File: src/refcounted_handle_pool_manager_core_assert.svh
// assertion macros for the handle pool manager
// used by the top level only, needs clk and rst_n in scope
`ifndef REFCOUNTED_HANDLE_POOL_MANAGER_CORE_ASSERT_SVH
`define REFCOUNTED_HANDLE_POOL_MANAGER_CORE_ASSERT_SVH
`ifndef SYNTHESIS
`define RHP_ASSERT_SAME(label, ante, cons) \
    label: assert property (@(posedge clk) disable iff (!rst_n) (ante) |-> (cons)) \
        else $error("handle pool check failed");
`define RHP_ASSERT_NEXT(label, ante, cons) \
    label: assert property (@(posedge clk) disable iff (!rst_n) (ante) |=> (cons)) \
        else $error("handle pool check failed");
`else
`define RHP_ASSERT_SAME(label, ante, cons)
`define RHP_ASSERT_NEXT(label, ante, cons)
`endif
`endif

File: src/rhp_pkg.sv
// shared types and codes for the handle pool manager
// no dependencies
package rhp_pkg;

    localparam int POOLS_DEF      = 16;
    localparam int HANDLES_DEF    = 1024;
    localparam int COUNT_BITS_DEF = 16;

    localparam logic [2:0] KIND_NEW    = 3'd0;
    localparam logic [2:0] KIND_RETIRE = 3'd1;
    localparam logic [2:0] KIND_ALLOC  = 3'd2;
    localparam logic [2:0] KIND_IMPORT = 3'd3;
    localparam logic [2:0] KIND_REF    = 3'd4;
    localparam logic [2:0] KIND_UNREF  = 3'd5;

    localparam logic [2:0] ST_OK           = 3'd0;
    localparam logic [2:0] ST_POOL_INVALID = 3'd1;
    localparam logic [2:0] ST_POOL_EMPTY   = 3'd2;
    localparam logic [2:0] ST_NOT_LIVE     = 3'd3;
    localparam logic [2:0] ST_COUNT_FULL   = 3'd4;
    localparam logic [2:0] ST_ALREADY_LIVE = 3'd5;
    localparam logic [2:0] ST_NO_POOL      = 3'd6;

    typedef struct packed {
        logic       load;
        logic       setup_begin;
        logic       boot_sel;
        logic       boot_pool;
        logic       setup_write;
        logic       setup_finish;
        logic       retire;
        logic       rd_top;
        logic       rd_stack;
        logic       rd_ref;
        logic       latch_top;
        logic       idx_inc;
        logic       alloc_commit;
        logic       swap_commit;
        logic       cnt_load;
        logic       ref_update;
        logic       set_status;
        logic [2:0] status_code;
        logic       emit;
    } cmd_t;

    typedef struct packed {
        logic [2:0] kind;
        logic       pool_ok;
        logic       h_ok;
        logic       n_zero;
        logic       any_free;
        logic       setup_last;
        logic       scan_last;
        logic       match;
        logic       ref_zero;
        logic       ref_full;
        logic       out_free;
    } sts_t;

endpackage

File: src/rhp_ctrl.sv
// controller state machine for the handle pool manager
// depends on rhp_pkg, drives rhp_dp through cmd_t
module rhp_ctrl (
    input  logic          clk,
    input  logic          rst_n,
    input  logic          in_valid,
    output logic          in_stall,
    input  rhp_pkg::sts_t sts,
    output rhp_pkg::cmd_t cmd
);
    import rhp_pkg::*;

    localparam logic [3:0] S_BOOT     = 4'd0;
    localparam logic [3:0] S_FILL     = 4'd1;
    localparam logic [3:0] S_FILLEND  = 4'd2;
    localparam logic [3:0] S_IDLE     = 4'd3;
    localparam logic [3:0] S_DECODE   = 4'd4;
    localparam logic [3:0] S_ALLOC    = 4'd5;
    localparam logic [3:0] S_IMP_TOP  = 4'd6;
    localparam logic [3:0] S_IMP_CMP  = 4'd7;
    localparam logic [3:0] S_IMP_RD   = 4'd8;
    localparam logic [3:0] S_IMP_LIVE = 4'd9;
    localparam logic [3:0] S_REF      = 4'd10;
    localparam logic [3:0] S_DONE     = 4'd11;

    logic [3:0] state_reg, state_next;
    logic       boot_reg, boot_next;
    logic       bpool_reg, bpool_next;

    always_ff @(posedge clk or negedge rst_n)
    begin
        if (!rst_n)
        begin
            state_reg <= S_BOOT;
            boot_reg  <= 1'b1;
            bpool_reg <= 1'b0;
        end
        else
        begin
            state_reg <= state_next;
            boot_reg  <= boot_next;
            bpool_reg <= bpool_next;
        end
    end

    assign in_stall = (state_reg != S_IDLE);

    always_comb
    begin
        cmd        = '0;
        state_next = state_reg;
        boot_next  = boot_reg;
        bpool_next = bpool_reg;
        case (state_reg)
            S_BOOT:
            begin
                cmd.setup_begin = 1'b1;
                cmd.boot_sel    = 1'b1;
                cmd.boot_pool   = bpool_reg;
                state_next      = S_FILL;
            end
            S_FILL:
            begin
                cmd.setup_write = 1'b1;
                if (sts.setup_last)
                begin
                    state_next = S_FILLEND;
                end
            end
            S_FILLEND:
            begin
                cmd.setup_finish = 1'b1;
                if (boot_reg)
                begin
                    if (bpool_reg)
                    begin
                        boot_next  = 1'b0;
                        state_next = S_IDLE;
                    end
                    else
                    begin
                        bpool_next = 1'b1;
                        state_next = S_BOOT;
                    end
                end
                else
                begin
                    cmd.set_status  = 1'b1;
                    cmd.status_code = ST_OK;
                    state_next      = S_DONE;
                end
            end
            S_IDLE:
            begin
                if (in_valid)
                begin
                    cmd.load   = 1'b1;
                    state_next = S_DECODE;
                end
            end
            S_DECODE:
            begin
                cmd.set_status = 1'b1;
                state_next     = S_DONE;
                if (sts.kind == KIND_NEW)
                begin
                    if (sts.any_free)
                    begin
                        cmd.set_status  = 1'b0;
                        cmd.setup_begin = 1'b1;
                        state_next      = S_FILL;
                    end
                    else
                    begin
                        cmd.status_code = ST_NO_POOL;
                    end
                end
                else if (sts.kind != KIND_RETIRE && sts.kind != KIND_ALLOC
                         && sts.kind != KIND_IMPORT && sts.kind != KIND_REF
                         && sts.kind != KIND_UNREF)
                begin
                    // undefined kinds give no result
                    cmd.set_status = 1'b0;
                    state_next     = S_IDLE;
                end
                else if (!sts.pool_ok)
                begin
                    cmd.status_code = ST_POOL_INVALID;
                end
                else if (sts.kind == KIND_RETIRE)
                begin
                    cmd.retire      = 1'b1;
                    cmd.status_code = ST_OK;
                end
                else if (sts.kind == KIND_ALLOC)
                begin
                    if (sts.n_zero)
                    begin
                        cmd.status_code = ST_POOL_EMPTY;
                    end
                    else
                    begin
                        cmd.set_status = 1'b0;
                        cmd.rd_top     = 1'b1;
                        state_next     = S_ALLOC;
                    end
                end
                else if (!sts.h_ok)
                begin
                    cmd.status_code = ST_NOT_LIVE;
                end
                else if (sts.kind == KIND_IMPORT)
                begin
                    cmd.set_status = 1'b0;
                    if (sts.n_zero)
                    begin
                        cmd.rd_ref = 1'b1;
                        state_next = S_IMP_LIVE;
                    end
                    else
                    begin
                        cmd.rd_top = 1'b1;
                        state_next = S_IMP_TOP;
                    end
                end
                else
                begin
                    cmd.set_status = 1'b0;
                    cmd.rd_ref     = 1'b1;
                    state_next     = S_REF;
                end
            end
            S_ALLOC:
            begin
                cmd.alloc_commit = 1'b1;
                cmd.set_status   = 1'b1;
                cmd.status_code  = ST_OK;
                state_next       = S_DONE;
            end
            S_IMP_TOP:
            begin
                cmd.latch_top = 1'b1;
                cmd.rd_stack  = 1'b1;
                state_next    = S_IMP_CMP;
            end
            S_IMP_CMP:
            begin
                if (sts.match)
                begin
                    cmd.swap_commit = 1'b1;
                    cmd.set_status  = 1'b1;
                    cmd.status_code = ST_OK;
                    state_next      = S_DONE;
                end
                else if (sts.scan_last)
                begin
                    cmd.rd_ref = 1'b1;
                    state_next = S_IMP_LIVE;
                end
                else
                begin
                    cmd.idx_inc = 1'b1;
                    state_next  = S_IMP_RD;
                end
            end
            S_IMP_RD:
            begin
                cmd.rd_stack = 1'b1;
                state_next   = S_IMP_CMP;
            end
            S_IMP_LIVE:
            begin
                cmd.cnt_load    = 1'b1;
                cmd.set_status  = 1'b1;
                cmd.status_code = ST_ALREADY_LIVE;
                state_next      = S_DONE;
            end
            S_REF:
            begin
                cmd.set_status = 1'b1;
                state_next     = S_DONE;
                if (sts.ref_zero)
                begin
                    cmd.status_code = ST_NOT_LIVE;
                end
                else if (sts.kind == KIND_REF && sts.ref_full)
                begin
                    cmd.cnt_load    = 1'b1;
                    cmd.status_code = ST_COUNT_FULL;
                end
                else
                begin
                    cmd.ref_update  = 1'b1;
                    cmd.status_code = ST_OK;
                end
            end
            S_DONE:
            begin
                if (sts.out_free)
                begin
                    cmd.emit   = 1'b1;
                    state_next = S_IDLE;
                end
            end
            default:
            begin
                state_next = S_IDLE;
            end
        endcase
    end

endmodule

File: config.mk
export PLATFORM = sky130hd
export DESIGN_NAME = rhp_ctrl
export DESIGN_NICKNAME = d
export VERILOG_FILES = /design/src/refcounted_handle_pool_manager_core_assert.svh /design/src/rhp_pkg.sv /design/src/rhp_ctrl.sv
export SDC_FILE = /design/constraint.sdc
export NUM_CORES = 1
export LEC_CHECK = 0
export BUFFER_PORTS_ARGS = -buffer_cell sky130_fd_sc_hd__buf_2
export CORE_UTILIZATION = 51
export CTS_CLUSTER_DIAMETER = 80
export DETAILED_ROUTE_END_ITERATION = 8
export GPL_TIMING_DRIVEN = 0
export PLACE_DENSITY = 0.92
export SYNTH_ARGS = -nofsm -noshare
export SYNTH_HDL_FRONTEND = slang
export SYNTH_SLANG_ARGS = --single-unit
File: constraint.sdc
create_clock -name clk -period 3.3 [get_ports clk]
set_input_delay 0.33 -clock clk [delete_from_list [all_inputs] [get_ports clk]]
set_output_delay 0.33 -clock clk [all_outputs]
set_load 0.05 [all_outputs]
# Word level (Yosys, flattened, before mapping)

Index checks and enable logic that the tools add are counted.

Flip-flop bits (word level): 6
Input bits: 16
Output and inout bits: 22
Word-level logic and storage cells: 120

Equality and inequality tests: 24
Mux-type cells: 82
Reduce and logical (&&, ||, !) cells: 11

Operators with widths:

| operator           | count |
|---|---|
| $mux 4             | 19 |
| $mux 1             | 43 |
| $pmux 4 s9         | 1 |
| $pmux 4 s6         | 1 |
| $mux 2             | 9 |
| $mux 3             | 6 |
| $eq 4x3->1 const B | 4 |
| $eq 4x4->1 const B | 4 |
| $eq 4x2->1 const B | 2 |
| $eq 3x2->1 const B | 2 |
| $ne 2x2->1 const B | 3 |
| $ne 3x2->1 const B | 2 |
| $ne 3x3->1 const B | 2 |
| $pmux 1 s2         | 3 |
| $logic_and 1x1->1  | 5 |
| $eq 4x1->1 const B | 1 |
| $logic_not 4->1    | 1 |
| $ne 4x2->1 const B | 1 |
| $eq 3x1->1 const B | 1 |
| $eq 3x3->1 const B | 1 |
| $logic_not 3->1    | 1 |
| $ne 3x1->1 const B | 1 |
| $reduce_and 3->1   | 1 |
| $reduce_or 3->1    | 1 |
| other kinds (2)    | 2 |

# Depth between registers and ports, before layout

Word-level depth: 9
Gate-level depth with buffers: 6
Gate-level depth less buffers: 4

# Worst setup path after synthesis

No wires, ideal clock.

Path kind: flip-flop to output port
Start: reg state_reg[3]
End: out cmd[17] (netlist bit)
Arrival time: 2,884 ps
Path buffers: 2
Setup slack: 86 ps
Data required time: 2,970 ps
Cell stages (with the launch flop): 5
Path through: dfrtp_1 buf_6 buf_2 nor4_1 and2_1

RTL lines:

| element                | RTL line       | RTL |
|---|---|---|
| from (decl)            | rhp_ctrl.sv:26 | `logic [3:0] state_reg, state_next;` |
| from (signal assigned) | rhp_ctrl.sv:40 | `state_reg <= state_next;` |
| to (decl)              | rhp_ctrl.sv:9  | `output rhp_pkg::cmd_t cmd` |

==> flow_summary.json <==
{
  "diodes": 0,
  "drc_errors": 0,
  "globalplace.congestion": 0.911,
  "syn_to_final_growth_pct": 27.0,
  "first_pass_iters": 6,
  "drt_iter0_markers": 67,
  "hold_viol_final": 0,
  "hpwl_um": 2190,
  "rows": 14,
  "cp_cell_sequence": "buf_6 -> buf_2 -> nor4_1 -> and2_1 -> buf_2",
  "netlist_area_sq_um": 893,
  "ioPinCount": 38,
  "multiInputGateArea_sq_um": 661,
  "slew_headroom_pct": 55.9,
  "drv_slew": 0,
  "h-tree-depth": 1,
  "drive_above_1_share_pct": 32.7,
  "grt_max_degree": 11,
  "detail-route-antenna-nets": 0,
  "vdd_ir_drop_max_v": 0.000596,
  "cpPeakStageDelay_ps": 570,
  "die_y_um": 43.9,
  "rsz0062_at_grt": "false",
  "yosys_most_used_dff": "dfrtp_1",
  "num_vias": 1180,
  "netlist-cell-type-count": 43,
  "avgViaCountPerCell": 6.41,
  "final_cells": 184,
  "clock_sinks": 6,
  "hold_class": "in -> reg",
  "portBuffers": 37,
  "synth_warnings": 0,
  "final_area_sq_um": 1130,
  "critPathCaptureType": "output pin",
  "finalSetupViolCount": 0,
  "syn_avg_cell_area_sq_um": 7.09,
  "synth_nets": 142,
  "wl_met3_um": 289,
  "crit_buf_inv": 3,
  "gr-total-overflow": 0,
  "path_clk_slew_ps": 60,
  "post_drt_wl_per_cell_um": 15.5,
  "grtUsageTotal_pct": 31.8,
  "largest_reg_flops": 4,
  "cts_setup_buffers": 0,
  "max_freq_mhz": 422,
  "place_inst": 179,
  "total_power_uw": 947,
  "route.met2.wl_um": 1330,
  "fillerInstances": 130,
  "cts-root-buf": "clkbuf_4",
  "drt-met1-wl_um": 1150,
  "leakagePower_uw": 0.000555,
  "grt_pass1_vias": 1075,
  "fin_crit_sh_pct": 71.9,
  "register_area_sq_um": 151,
  "cp_max_fo": 10,
  "cts_max_path_buffers": 2,
  "dpl_cell_area_sq_um": 1100,
  "p_per_area_nw_per_um2": 834,
  "maxCapViolations": 0,
  "critPathTopFamily": "simple AND/OR/NAND/NOR gates",
  "start_util_pct": 56.7,
  "ys_seq_area_share_pct": 16.9,
  "synth_edf_count": 0,
  "finClkSkew_ps": 20.9,
  "status": "finished, final reports clean",
  "setup_tns_ps": 0,
  "worst_path_max_delay_cell": "nor4_1",
  "numCtsBuffers": 3,
  "nets": 185,
  "timing.critical_path.mode_cell": "buf_2",
  "cts_tree": "built",
  "synth-seq-cells": 6,
  "critPathKind": "reg -> out",
  "top_layer": "met4",
  "antenna_found_initial": 0,
  "die_width_um": 43.9,
  "syn_inst": 126,
  "grt_first_pass_wirelength_um": 4590,
  "worst_pin_slew_ps": 655,
  "cp.arrival_ps": 2040,
  "clock_latency_ps": 260,
  "cp-start-kind": "register",
  "synthArstFlopShare_pct": 100,
  "routed_wl_um": 2850,
  "fin_crit_ps": 2370,
  "coreArea_sq_um": 1580,
  "cp.required_ps": 2970,
  "die_area_sq_um": 1920
}
[metal layers]
layer / GRT usage, % / vias up
li1: - / 552
met1: 42.0 / 531
met2: 51.0 / 87
met3: 5.42 / 10
met4: 13.3 / 0
met5: 0 / -
[cell usage after synthesis (5+ instances only)]
library cell,count,share of area (%)
a21oi_1,5,2.8
and2_1,5,3.5
buf_2,5,2.8
dfrtp_1,5,14
inv_1,9,3.8
nand2_1,8,3.4
nand2b_1,7,4.9
nor2_1,12,5.0
nor2b_1,6,4.2
nor3_1,5,2.8
o21ai_0,8,4.5
[path summary, 6_finish.rpt]
check | slack (ps) | endpoint | startpoint | depth (start not counted)
max in group asynchronous | 2640 | boot_reg$_DFFE_PN1P_ | rst_n | 2
worst max-delay path | 930 | cmd[17] | state_reg[3]$_DFFE_PN0P_ | 5
worst min-delay path | 320 | state_reg[1]$_DFFE_PN0P_ | sts[5] | 3
worst min register to register | 510 | boot_reg$_DFFE_PN1P_ | bpool_reg$_DFFE_PN0P_ | 1
worst max register to register | 1720 | state_reg[1]$_DFFE_PN0P_ | state_reg[3]$_DFFE_PN0P_ | 5
min in group asynchronous | 420 | state_reg[0]$_DFFE_PN0P_ | rst_n | 2
[cells by family (layout without fill, tap and decap cells)]
group | count (synthesis) | count (layout) | synth area share, %
xor+xnor | 1 | 1 | 0.981
compound gates | 41 | 41 | 32.9
flops | 6 | 6 | 16.9
simple gates | 60 | 60 | 40.1
buf+inv | 18 | 60 | 9.10
[layout make-up]
type / instances / area share, %
Buffer: 9 / 4.19
Sequential cell: 6 / 13.3
Inverter: 9 / 2.98
Tap cell: 16 / 1.76
Clock buffer: 4 / 2.32
Multi-Input combinational cell: 102 / 58.2
Timing Repair Buffer: 38 / 17.2
[repair_timing]
item                      CTS  global route
hold endpoints to repair    5             0
hold buffers                1             0
gates resized for setup     0             0
[where the power goes]
group	switching [uW]	internal [uW]	leakage [uW]
Clock	31.8	46.1	0.0000150
Combinational	534	221	0.000469
Sequential	16.4	97.6	0.0000718
Total	582	365	0.000555
[tightest hold or removal path: cells and delay by family]
kind            cells  cell delay, ps
compound gates      1              50
buf+inv             2             170
[layout by cell type (no fill, tap or decap), types with 2 or more instances in the layout]
cell type  count
clkbuf_4       3
o211ai_1       3
o22ai_1        3
o21ai_0        8
and3_1         3
a21oi_1        5
nand3b_1       2
nor2b_1        6
a2bb2oi_1      2
and2_1         5
clkbuf_1       4
nand3_1        2
o32ai_1        2
dfrtp_1        5
a32oi_1        2
nand2_1        8
nor4_1         2
nor2_1        12
nor3_2         2
nor4b_2        2
a32o_1         2
nor3_1         5
a31oi_1        2
inv_1          9
a211oi_1       2
nand2b_1       7
buf_2         42
[through the flow]
stage / util (%) / worst slack (ps) / hold slack (ps)
final: 72.0 / 928 / 325
after global routing: 72.0 / 843 / 332
after CTS: 72.0 / 1030 / 316
after detailed placement: 69.7 / 1300 / 159
after global placement: 69.7 / 1310 / 150
after floorplan: - / 85.8 / 34.4
No activity file was read; power rests on OpenSTA's default activity.
